--- config.mk ---
export PLATFORM = sky130hd
export DESIGN_NAME = jpeg_frame_deframer_core
export DESIGN_NICKNAME = d
export VERILOG_FILES = /design/src/hdl/jfd_pkg.sv /design/src/hdl/jfd_front.sv /design/src/hdl/jfd_queue.sv /design/src/hdl/jfd_back.sv /design/src/hdl/jpeg_frame_deframer_core.sv
export SDC_FILE = /design/constraint.sdc
export NUM_CORES = 1
export LEC_CHECK = 0
export BUFFER_PORTS_ARGS = -buffer_cell sky130_fd_sc_hd__buf_2
export CAP_MARGIN = 5
export CORE_MARGIN = 3
export CORE_UTILIZATION = 50
export DETAILED_ROUTE_END_ITERATION = 10
export PLACE_DENSITY_LB_ADDON = 0.25
export SLEW_MARGIN = 20
export SYNTH_ARGS = -nofsm -noshare
export SYNTH_HDL_FRONTEND = slang
export SYNTH_SLANG_ARGS = --single-unit
export TNS_END_PERCENT = 10
--- constraint.sdc ---
create_clock -name clock -period 4.64 [get_ports clock]
set_input_delay 0.696 -clock clock [delete_from_list [all_inputs] [get_ports clock]]
set_output_delay 0.696 -clock clock [all_outputs]
set_load 0.05 [all_outputs]
--- src/hdl/jfd_pkg.sv ---
package jfd_pkg;

   localparam int LENGTH_BITS = 27;

   localparam logic [LENGTH_BITS-1:0] LIMIT_RESET = LENGTH_BITS'(32'd33554432);

   localparam logic [7:0] MARK_LEAD = 8'hFF;
   localparam logic [7:0] MARK_SOI  = 8'hD8;
   localparam logic [7:0] MARK_EOI  = 8'hD9;

   localparam int QUEUE_DEPTH     = 4;
   localparam int QUEUE_PTR_BITS  = $clog2(QUEUE_DEPTH);
   localparam int QUEUE_CNT_BITS  = $clog2(QUEUE_DEPTH + 1);

   localparam int CSR_ADDR_BITS = 3;
   localparam int CSR_DATA_BITS = 32;
   localparam logic [CSR_ADDR_BITS-3:0] REG_MAX_FRAME_BYTES = '0;

   localparam logic [1:0] KIND_DATA  = 2'd0;
   localparam logic [1:0] KIND_START = 2'd1;
   localparam logic [1:0] KIND_LAST  = 2'd2;
   localparam logic [1:0] KIND_ABORT = 2'd3;

   typedef struct packed {
      logic [1:0] kind;
      logic [7:0] data;
   } jfd_entry_type;

endpackage

--- src/hdl/jfd_front.sv ---
module jfd_front
   import jfd_pkg::*;
(
   input  logic                   clock,
   input  logic                   reset,
   input  logic                   req_valid,
   input  logic [7:0]             req_data_byte,
   output logic                   req_stall,
   input  logic [LENGTH_BITS-1:0] max_frame_bytes,
   input  logic                   queue_full,
   output logic                   push,
   output jfd_entry_type          push_entry
);

   logic                   inside_ff;
   logic                   inside_in;
   logic                   prev_lead_ff;
   logic                   prev_lead_in;
   logic [LENGTH_BITS-1:0] length_ff;
   logic [LENGTH_BITS-1:0] length_in;
   logic [LENGTH_BITS:0]   next_len;
   logic                   accept;
   logic                   over;

   assign req_stall = queue_full;
   assign accept    = req_valid && !queue_full;
   assign next_len  = {1'b0, length_ff} + {{LENGTH_BITS{1'b0}}, 1'b1};
   assign over      = next_len > {1'b0, max_frame_bytes};

   always_comb begin
      inside_in       = inside_ff;
      prev_lead_in    = prev_lead_ff;
      length_in       = length_ff;
      push            = 1'b0;
      push_entry.kind = KIND_DATA;
      push_entry.data = req_data_byte;
      if (accept) begin
         if (!inside_ff) begin
            if (prev_lead_ff && req_data_byte == MARK_SOI) begin
               push            = 1'b1;
               push_entry.kind = KIND_START;
               inside_in       = 1'b1;
               prev_lead_in    = 1'b0;
               length_in       = LENGTH_BITS'(2);
            end else begin
               prev_lead_in = (req_data_byte == MARK_LEAD);
            end
         end else if (over) begin
            push            = 1'b1;
            push_entry.kind = KIND_ABORT;
            inside_in       = 1'b0;
            prev_lead_in    = 1'b0;
            length_in       = '0;
         end else if (prev_lead_ff && req_data_byte == MARK_EOI) begin
            push            = 1'b1;
            push_entry.kind = KIND_LAST;
            inside_in       = 1'b0;
            prev_lead_in    = 1'b0;
            length_in       = '0;
         end else begin
            push         = 1'b1;
            length_in    = next_len[LENGTH_BITS-1:0];
            prev_lead_in = (req_data_byte == MARK_LEAD);
         end
      end
   end

   always_ff @(posedge clock) begin
      if (reset) begin
         inside_ff    <= 1'b0;
         prev_lead_ff <= 1'b0;
         length_ff    <= '0;
      end else begin
         inside_ff    <= inside_in;
         prev_lead_ff <= prev_lead_in;
         length_ff    <= length_in;
      end
   end

`ifndef SYNTH
   assert property (@(posedge clock) disable iff (reset) !inside_ff |-> length_ff == '0)
      else $error("frame length is nonzero while hunting");
   assert property (@(posedge clock) disable iff (reset)
      push && push_entry.kind == KIND_START |=> inside_ff && length_ff == LENGTH_BITS'(2))
      else $error("start marker did not open a frame of length two");
`endif

endmodule

--- src/hdl/jfd_queue.sv ---
module jfd_queue
   import jfd_pkg::*;
(
   input  logic          clock,
   input  logic          reset,
   input  logic          push,
   input  jfd_entry_type push_entry,
   output logic          full,
   input  logic          pop,
   output logic          empty,
   output jfd_entry_type pop_entry
);

   jfd_entry_type             entries_ff [QUEUE_DEPTH];
   logic [QUEUE_PTR_BITS-1:0] wr_ptr_ff;
   logic [QUEUE_PTR_BITS-1:0] wr_ptr_in;
   logic [QUEUE_PTR_BITS-1:0] rd_ptr_ff;
   logic [QUEUE_PTR_BITS-1:0] rd_ptr_in;
   logic [QUEUE_CNT_BITS-1:0] count_ff;
   logic [QUEUE_CNT_BITS-1:0] count_in;

   assign full      = count_ff == QUEUE_CNT_BITS'(QUEUE_DEPTH);
   assign empty     = count_ff == '0;
   assign pop_entry = entries_ff[rd_ptr_ff];

   always_comb begin
      wr_ptr_in = push ? wr_ptr_ff + QUEUE_PTR_BITS'(1) : wr_ptr_ff;
      rd_ptr_in = pop ? rd_ptr_ff + QUEUE_PTR_BITS'(1) : rd_ptr_ff;
      count_in  = count_ff;
      if (push && !pop) begin
         count_in = count_ff + QUEUE_CNT_BITS'(1);
      end else if (pop && !push) begin
         count_in = count_ff - QUEUE_CNT_BITS'(1);
      end
   end

   always_ff @(posedge clock) begin
      if (push) begin
         entries_ff[wr_ptr_ff] <= push_entry;
      end
   end

   always_ff @(posedge clock) begin
      if (reset) begin
         wr_ptr_ff <= '0;
         rd_ptr_ff <= '0;
         count_ff  <= '0;
      end else begin
         wr_ptr_ff <= wr_ptr_in;
         rd_ptr_ff <= rd_ptr_in;
         count_ff  <= count_in;
      end
   end

`ifndef SYNTH
   assert property (@(posedge clock) disable iff (reset) !(push && full))
      else $error("queue written while full");
   assert property (@(posedge clock) disable iff (reset) !(pop && empty))
      else $error("queue read while empty");
`endif

endmodule

--- src/hdl/jfd_back.sv ---
module jfd_back
   import jfd_pkg::*;
(
   input  logic          clock,
   input  logic          reset,
   input  logic          queue_empty,
   input  jfd_entry_type queue_entry,
   output logic          pop,
   output logic          rsp_valid,
   input  logic          rsp_stall,
   output logic [7:0]    rsp_frame_byte,
   output logic          rsp_frame_first,
   output logic          rsp_frame_last,
   output logic          rsp_frame_abort
);

   logic       valid_ff;
   logic       valid_in;
   logic       soi_pend_ff;
   logic       soi_pend_in;
   logic [7:0] byte_ff;
   logic [7:0] byte_in;
   logic       first_ff;
   logic       first_in;
   logic       last_ff;
   logic       last_in;
   logic       abort_ff;
   logic       abort_in;
   logic       load;

   assign load = !valid_ff || !rsp_stall;

   always_comb begin
      valid_in    = valid_ff;
      soi_pend_in = soi_pend_ff;
      byte_in     = byte_ff;
      first_in    = first_ff;
      last_in     = last_ff;
      abort_in    = abort_ff;
      pop         = 1'b0;
      if (load) begin
         first_in = 1'b0;
         last_in  = 1'b0;
         abort_in = 1'b0;
         byte_in  = queue_entry.data;
         if (soi_pend_ff) begin
            valid_in    = 1'b1;
            soi_pend_in = 1'b0;
            byte_in     = MARK_SOI;
         end else if (!queue_empty) begin
            pop      = 1'b1;
            valid_in = 1'b1;
            case (queue_entry.kind)
               KIND_START: begin
                  byte_in     = MARK_LEAD;
                  first_in    = 1'b1;
                  soi_pend_in = 1'b1;
               end
               KIND_LAST: begin
                  last_in = 1'b1;
               end
               KIND_ABORT: begin
                  abort_in = 1'b1;
               end
               default: begin
               end
            endcase
         end else begin
            valid_in = 1'b0;
         end
      end
   end

   always_ff @(posedge clock) begin
      if (reset) begin
         valid_ff    <= 1'b0;
         soi_pend_ff <= 1'b0;
      end else begin
         valid_ff    <= valid_in;
         soi_pend_ff <= soi_pend_in;
      end
   end

   always_ff @(posedge clock) begin
      byte_ff  <= byte_in;
      first_ff <= first_in;
      last_ff  <= last_in;
      abort_ff <= abort_in;
   end

   assign rsp_valid       = valid_ff;
   assign rsp_frame_byte  = byte_ff;
   assign rsp_frame_first = first_ff;
   assign rsp_frame_last  = last_ff;
   assign rsp_frame_abort = abort_ff;

`ifndef SYNTH
   assert property (@(posedge clock) disable iff (reset)
      soi_pend_ff |-> valid_ff && first_ff && byte_ff == MARK_LEAD)
      else $error("start marker second byte pending without its lead byte shown");
`endif

endmodule

--- src/hdl/jpeg_frame_deframer_core.sv ---
// Cuts JPEG frames out of a byte stream: while hunting it waits for FF D8, then passes every
// byte of the frame with the opening FF flagged first and the closing D9 flagged last; a byte
// that would make the frame longer than max_frame_bytes comes out with the abort flag and the
// block hunts again. One byte is taken per clock while the queue is not full; bytes pass the
// queue to the result register. The start marker gives two results from its second byte, which
// a four-entry queue between the classifier and the output stage absorbs; the output register
// gives one result per clock unless stalled. The size limit sits at byte address 0 of the register port.
module jpeg_frame_deframer_core
   import jfd_pkg::*;
(
   input  logic                     clock,
   input  logic                     reset,
   input  logic                     req_valid,
   output logic                     req_stall,
   input  logic [7:0]               req_data_byte,
   output logic                     rsp_valid,
   input  logic                     rsp_stall,
   output logic [7:0]               rsp_frame_byte,
   output logic                     rsp_frame_first,
   output logic                     rsp_frame_last,
   output logic                     rsp_frame_abort,
   input  logic                     psel,
   input  logic                     penable,
   input  logic                     pwrite,
   input  logic [CSR_ADDR_BITS-1:0] paddr,
   input  logic [CSR_DATA_BITS-1:0] pwdata,
   output logic [CSR_DATA_BITS-1:0] prdata,
   output logic                     pready
);

   logic [LENGTH_BITS-1:0] max_frame_bytes_ff;
   logic [LENGTH_BITS-1:0] max_frame_bytes_in;
   logic                   max_hit;
   logic                   push;
   logic                   pop;
   logic                   queue_full;
   logic                   queue_empty;
   jfd_entry_type          push_entry;
   jfd_entry_type          pop_entry;

   assign pready  = 1'b1;
   assign max_hit = paddr[CSR_ADDR_BITS-1:2] == REG_MAX_FRAME_BYTES;
   assign prdata  = max_hit ? CSR_DATA_BITS'(max_frame_bytes_ff) : '0;

   always_comb begin
      max_frame_bytes_in = max_frame_bytes_ff;
      if (psel && penable && pwrite && max_hit) begin
         max_frame_bytes_in = pwdata[LENGTH_BITS-1:0];
      end
   end

   always_ff @(posedge clock) begin
      if (reset) begin
         max_frame_bytes_ff <= LIMIT_RESET;
      end else begin
         max_frame_bytes_ff <= max_frame_bytes_in;
      end
   end

   jfd_front u_front (
      .clock           (clock),
      .reset           (reset),
      .req_valid       (req_valid),
      .req_data_byte   (req_data_byte),
      .req_stall       (req_stall),
      .max_frame_bytes (max_frame_bytes_ff),
      .queue_full      (queue_full),
      .push            (push),
      .push_entry      (push_entry)
   );

   jfd_queue u_queue (
      .clock      (clock),
      .reset      (reset),
      .push       (push),
      .push_entry (push_entry),
      .full       (queue_full),
      .pop        (pop),
      .empty      (queue_empty),
      .pop_entry  (pop_entry)
   );

   jfd_back u_back (
      .clock           (clock),
      .reset           (reset),
      .queue_empty     (queue_empty),
      .queue_entry     (pop_entry),
      .pop             (pop),
      .rsp_valid       (rsp_valid),
      .rsp_stall       (rsp_stall),
      .rsp_frame_byte  (rsp_frame_byte),
      .rsp_frame_first (rsp_frame_first),
      .rsp_frame_last  (rsp_frame_last),
      .rsp_frame_abort (rsp_frame_abort)
   );

endmodule

==> summary.txt, run 1 <==
STA
  • Rel. slew slack: between 30% and 40%
  • Aggregate negative setup slack: 0 ns
  • Worst setup margin: 0.465 ns
  • Tcrit/Tclk final: ~90%
  • Peak Freq: 240 MHz
  • Worst Tran Pin Value: 0.940 ns
  • RSZ-0062 raised after global routing: no
  • Final Hold Fails: 0
  • Pins over their slew limit: 0
  • Final setup violation count: 0
  • Tmin final: 4.18 ns
  • Final Skew: 0.00669 ns

Power and ir drop
  • Worst vdd ir: roughly 0.00024 V
  • Clock power share: between 40% and 50%
  • P_int: 2.14 mW
  • P per Cell Area: 434 nW/um^2
  • Sw frac: 29.7%
  • Flop pwr share: 40.6%
  • Lkg Pwr: 2.80 nW
  • Sw Pwr: 0.904 mW
  • Logic pwr share: ~18%

Critical path
  • Worst reg-to-reg setup slack: roughly 0.46 ns
  • Worst setup SP type: flip-flop
  • WS Path Type: flip-flop to flip-flop
  • CP arrival: 4.50 ns
  • CP endpoint kind: flip-flop
  • Crit Path Max Fanout: 16
  • Worst EP required: 4.97 ns

Logic synthesis
  • Main synth FF type: dfxtp_1
  • Async S/R FF share, synth: 0%
  • Sequential area share after synthesis: 48.0%
  • Syn Std Cell Area: 5990 sq um
  • Top cells by area, synth: edfxtp_1 26%, dfxtp_1 22%, ha_1 6.9%
  • Post-Syn Instances: ~620
  • Unique cell type count in the Yosys netlist: 58
  • Synth warn: 0
  • Post-synth top area cell: edfxtp_1
  • FF+latch count, synth: ~120
  • Post-synth EDFFs: 51
  • Share of the synthesized area in the top cell type: 25.6%
  • Syn_area_per_cell: ~9.7 sq um

Route
  • Via Count: 4590
  • Antenna viol nets, final: 0
  • Drt pass-1 iters: 5
  • Via density: 5.45
  • Wire per inst: 15.3 um
  • Detailed-route wire length: 12.8 mm
  • DRC Markers: 0
  • Starting DRT DRC Count: 311

Floorplan
  • Initial core utilization: roughly half
  • FP Rows: 39
  • Top-Level Pins: 96
  • Core region area: 11600 sq um
  • Die area: ~13000 sq um
  • Die Wd: roughly 120 um
  • DIE HEIGHT: 115 um

Clock network
  • CTS H-Tree Depth: 4
  • Post-CTS sizing: 0
  • Clock transition at path regs: 0.06 ns
  • Clk buf depth: 2
  • Clock root buffer: clkbuf_16
  • Post-CTS Setup Repair Bufs: 0
  • CTS Buf Count: 17
  • Latest clock arrival within the worst-skew pair: approximately 0.41 ns
  • CTS tree: done
  • Cts hold-fix bufs: 0
  • Clock sinks: 118

Global routing
  • Total track usage: between 20 and 25%
  • Antenna violations before repair: 0
  • Grt ovf: 0
  • Vias in the first global route: 4384
  • Largest net degree at the start of global routing: 36
  • First-pass GRT wire length: roughly 21 mm

Final layout
  • Most frequent cells in the layout: 101 x nand2_1, 82 x buf_2, 67 x dfxtp_1
  • Fin area: between 7000 and 8000 sq um
  • Filler cell count: between 900 and 1000
  • Nets: 770
  • Commonest non-fill, non-tap cell in the layout: nand2_1
  • Final Non-Filler Cells: 842
  • Share of layout cells above drive strength 1: 21.5%
  • Antenna fix cells: 0
  • Final core utilization: roughly three fifths
  • Area delta synth->final: 17.1%

Place
  • Placed insts: 809
  • IO buf count: 82
  • DP HPWL: 8.96 mm
  • Placed Area: 6420 sq um
  • Pre-CTS setup slack: slightly above 0.5 ns
  • GPL Wtd Cong: 0.838

Hold path
  • Worst hold path class: flip-flop to flip-flop

Status
  • Status: finished, final reports clean

Run
  • Maxcap violations: 0
-- logic make-up after synthesis --
group / share of synthesized area, %
XOR/XNOR: 4.05
AND/OR/NAND/NOR: 21.9
multiplexers: 4.09
adder cells (fa/ha/maj): 7.23
flip-flops: 48.0
buffers and inverters: 5.95
other: 0.125
AO/OA/AOI/OAI: 8.67
-- worst paths after layout --
kind,endpoint,from,cells past startpoint
max,u_front.length_ff[1],u_front.length_ff[0],16
min,max_frame_bytes_ff[3],max_frame_bytes_ff[3],2
max reg2reg,u_front.length_ff[1],u_front.length_ff[0],16
min reg2reg,max_frame_bytes_ff[3],max_frame_bytes_ff[3],2
-- stage by stage --
step	total power, mW	hold WS [ns]
floorplan	1.68	0.436
global placement	1.78	0.442
detailed placement	1.80	0.447
CTS	3.08	0.454
global route	3.18	0.471
finish	3.05	0.454
-- flip-flops by register name (all words and copies together) (netlist names), 2 cells and up, named ones only --
name and flops:
u_queue.wr_ptr_ff 2, u_front.length_ff 27, u_queue.rd_ptr_ff 2, max_frame_bytes_ff 27, u_queue.entries_ff 40, u_back.rsp_frame_byte 8, u_queue.count_ff 3
-- power groups by stage --
| stage | Clock (mW) | Combinational, mW | Sequential (mW) |
|---|---|---|---|
| floorplan | 0 | 0.280 | 1.40 |
| global placement | 0 | 0.524 | 1.26 |
| detailed placement | 0 | 0.533 | 1.26 |
| CTS | 1.30 | 0.538 | 1.24 |
| global route | 1.35 | 0.579 | 1.25 |
| finish | 1.28 | 0.535 | 1.24 |
-- final cells by class --
cell class	count	area [sq um]	share of cell area, %
inverters	41	154	2.19
repair buffers	87	452	6.44
multi-input cells	421	2780	39.6
flip-flops and latches	118	2870	40.9
clock inverters	14	151	2.16
well taps	143	179	2.55
clock buffers	18	429	6.12
-- critical path, stage by stage, from the launching register on --
cell,delay [ns]
dfxtp_1,0.46
ha_1,0.27
and3_1,0.28
nand4_4,0.17
nor3_2,0.38
nand3_1,0.15
and2_1,0.19
or2_1,0.24
ha_1,0.29
nand3_2,0.12
nor4_4,0.38
and3_1,0.23
a31oi_2,0.05
a21oi_4,0.27
buf_4,0.27
nand3_1,0.11
a211oi_1,0.21
-- routing by layer --
layer / wire length, um / global-route usage (%) / up-vias
li1: - / - / 2292
met1: 5840 / 26.4 / 2131
met2: 6120 / 32.5 / 146
met3: 687 / 5.22 / 21
met4: 199 / 7.20 / 0
met5: 0 / 0 / -
-- cells in the mapped netlist, types with 2 or more instances --
| cell type | instances |
|---|---|
| a211o_1 | 2 |
| a21oi_1 | 64 |
| a31oi_1 | 4 |
| and2_1 | 7 |
| and3_1 | 6 |
| and4_1 | 2 |
| and4_4 | 2 |
| buf_1 | 4 |
| buf_2 | 3 |
| buf_4 | 6 |
| buf_6 | 4 |
| clkbuf_1 | 22 |
| conb_1 | 2 |
| dfxtp_1 | 67 |
| edfxtp_1 | 51 |
| ha_1 | 33 |
| inv_1 | 40 |
| mux2i_1 | 2 |
| mux4_2 | 10 |
| nand2_1 | 101 |
| nand3_1 | 11 |
| nand3b_1 | 3 |
| nand4_1 | 41 |
| nand4_4 | 2 |
| nand4b_1 | 2 |
| nor2_1 | 47 |
| nor2b_1 | 3 |
| nor3_1 | 6 |
| nor4_4 | 2 |
| o21ai_0 | 7 |
| or2_1 | 3 |
| or2_2 | 2 |
| or3_1 | 6 |
| xnor2_1 | 16 |
| xnor2_2 | 2 |
| xor2_1 | 8 |
Note: power is estimated with default switching activity, not from simulation.
==> run 2: changes to the inputs <==
- BUFFER_PORTS_ARGS: -buffer_cell sky130_fd_sc_hd__buf_2 -> not set
- DONT_BUFFER_PORTS: not set -> 1
==> summary.txt, run 2 (synthesis gave the netlist of run 1 again) <==
STA
  • Final setup violation count: 0 (unchanged)
  • Aggregate negative setup slack: 0 ns (unchanged)
  • Final Hold Fails: 0 (unchanged)
  • Rel. slew slack: 36.9% (was 37.3%)
  • Tcrit/Tclk final: 91.9% (was 90.0%)
  • Worst Tran Pin Value: 0.945 ns (was 0.940 ns)
  • Pins over their slew limit: 0 (unchanged)
  • WHS: 0.352 ns (was 0.454 ns)
  • Tmin final: 4.27 ns (was 4.18 ns)
  • Peak Freq: 234 MHz (was 240 MHz)
  • Final Skew: 0.00994 ns (was 0.00669 ns)
  • RSZ-0062 raised after global routing: no (unchanged)

Floorplan
  • FP Rows: 39 (unchanged)
  • DIE HEIGHT: 115 um (unchanged)
  • Top-Level Pins: 96 (unchanged)
  • Core region area: 11600 sq um (unchanged)
  • Initial core utilization: 51.8% (unchanged)
  • Die Wd: 115 um (unchanged)
  • Die area: 13300 sq um (unchanged)

Route
  • Starting DRT DRC Count: 431 (was 311)
  • Via density: 5.71 (was 5.45)
  • Antenna viol nets, final: 0 (unchanged)
  • Drt pass-1 iters: 4 (was 5)
  • Detailed-route wire length: 12.3 mm (was 12.8 mm)
  • Via Count: 4331 (was 4590)
  • DRC Markers: 0 (unchanged)
  • Wire per inst: 16.3 um (was 15.3 um)

Critical path
  • RR Startpoint: u_front.length_ff[0] (unchanged)
  • CP endpoint kind: flip-flop (unchanged)
  • Worst EP required: 4.98 ns (was 4.97 ns)
  • Worst reg-to-reg setup slack: 0.37 ns (was 0.46 ns)
  • Reg-to-Reg End: u_front.length_ff[13] (was u_front.length_ff[1])
  • CP arrival: 4.61 ns (was 4.50 ns)
  • Crit Path Max Fanout: 14 (was 16)
  • FF-to-FF path depth: 16 (unchanged)
  • WS Path Type: flip-flop to flip-flop (unchanged)
  • Worst setup SP type: flip-flop (unchanged)

Clock network
  • Clock root buffer: clkbuf_16 (unchanged)
  • CTS Buf Count: 17 (unchanged)
  • Cts hold-fix bufs: 0 (unchanged)
  • CTS tree: done (unchanged)
  • Post-CTS sizing: 0 (unchanged)
  • CTS H-Tree Depth: 4 (unchanged)
  • Post-CTS Setup Repair Bufs: 0 (unchanged)
  • Clock transition at path regs: 0.05 ns (was 0.06 ns)
  • Clk buf depth: 2 (unchanged)
  • Clock sinks: 118 (unchanged)
  • Latest clock arrival within the worst-skew pair: 0.42 ns (was 0.41 ns)

Global routing
  • Largest net degree at the start of global routing: 69 (was 36)
  • Grt ovf: 0 (unchanged)
  • First-pass GRT wire length: 20.0 mm (was 20.9 mm)
  • Vias in the first global route: 4009 (was 4384)
  • Total track usage: 19.3% (was 20.2%)
  • Antenna violations before repair: 0 (unchanged)

Final layout
  • Commonest non-fill, non-tap cell in the layout: nand2_1 (unchanged)
  • Antenna fix cells: 0 (unchanged)
  • Register area: 2870 sq um (unchanged)
  • Multi-input logic area: 2780 sq um (unchanged)
  • Most frequent cells in the layout: 101 x nand2_1, 67 x dfxtp_1, 64 x a21oi_1 (was 101 x nand2_1, 82 x buf_2, 67 x dfxtp_1)
  • Largest register by flop count: u_queue.entries_ff (unchanged)
  • Share of layout cells above drive strength 1: 10.4% (was 21.5%)
  • Nets: 687 (was 770)
  • Largest regs: u_queue.entries_ff: 40 flops, max_frame_bytes_ff: 27 flops, u_front.length_ff: 27 flops (unchanged)
  • Filler cell count: 987 (was 945)
  • Area delta synth->final: 9.09% (was 17.1%)
  • Largest register FFs: 40 (unchanged)

Place
  • GPL Wtd Cong: 0.860 (was 0.838)
  • DP HPWL: 8.68 mm (was 8.96 mm)
  • IO buf count: 0 (was 82)

Power and ir drop
  • Lkg Pwr: 2.40 nW (was 2.80 nW)
  • Worst vdd ir: 0.000273 V (was 0.000245 V)
  • P per Cell Area: 433 nW/um^2 (was 434 nW/um^2)

Status
  • Status: finished, final reports clean (unchanged)

Hold path
  • Hold Crit Depth: 1 (was 2)
  • Worst hold path class: input port to flip-flop (was flip-flop to flip-flop)
  • Hold path startpoint: reset (was max_frame_bytes_ff[3])
  • Hold Path Sink: u_back.soi_pend_ff (was max_frame_bytes_ff[3])

Run
  • Maxcap violations: 0 (unchanged)
[run 2: final cells by class]
type	count	area share, %
clock inverter	14	1.34
tap	143	2.74
timing repair buffer	4	0.517
clock buffer	18	6.57
multi-input combinational	421	42.5
inverter	41	2.35
sequential	118	44.0
[run 2: worst max-delay path, cell delays in order, from the launching register on]
cell and delay [ns]:
dfxtp_1 0.47, ha_1 0.23, and3_1 0.32, nand4_4 0.18, nor3_2 0.37, nand3_1 0.14, and2_1 0.19, or2_1 0.23
ha_1 0.28, nand3_2 0.12, o221ai_1 0.17, a211oi_2 0.31, nand4_1 0.19, a21oi_4 0.43, buf_4 0.29, nand4_1 0.11
a21oi_1 0.16
[run 2: worst max-delay path by stage]
stage	startpoint	end	slack, ns	cells past startpoint
after floorplan	u_front.length_ff[0]	u_queue.entries_ff[0][9]	1.19	15
after global placement	u_front.length_ff[0]	u_front.length_ff[8]	0.52	16
after detailed placement	u_front.length_ff[0]	u_front.length_ff[7]	0.42	16
after CTS	u_front.length_ff[0]	u_front.length_ff[13]	0.38	16
after global routing	u_front.length_ff[0]	u_front.length_ff[6]	0.03	16
final	u_front.length_ff[0]	u_front.length_ff[13]	0.37	16
[run 2: layer usage]
metal | part of all wire [%] | vias to the layer above | wire length (um) | global-route usage [%]
met3 | 5.1 | 13 | 635 | 5.33
met5 | 0 | - | 0 | 0
met4 | 1.2 | 0 | 153 | 7.12
met1 | 47 | 2046 | 5760 | 26.6
li1 | - | 2123 | - | -
met2 | 47 | 149 | 5800 | 29.4
[run 2: power by group]
| group | switching, mW | total (mW) | internal, mW |
|---|---|---|---|
| clock | 0.458 | 1.13 | 0.672 |
| combinational | 0.152 | 0.278 | 0.126 |
| sequential | 0.238 | 1.42 | 1.18 |
| total | 0.848 | 2.83 | 1.98 |
[run 2: through the flow]
step / utilization [%] / setup WS (ns) / cells / total power, mW / instance area [sq um]
floorplan: - / 1.19 / 619 / 1.68 / 6010
global placement: 51.9 / 0.525 / 726 / 1.71 / 6000
detailed placement: 51.9 / 0.423 / 726 / 1.72 / 6000
CTS: 56.4 / 0.383 / 758 / 2.86 / 6520
global route: 56.5 / 0.0257 / 759 / 2.95 / 6540
finish: 56.5 / 0.374 / 759 / 2.83 / 6540
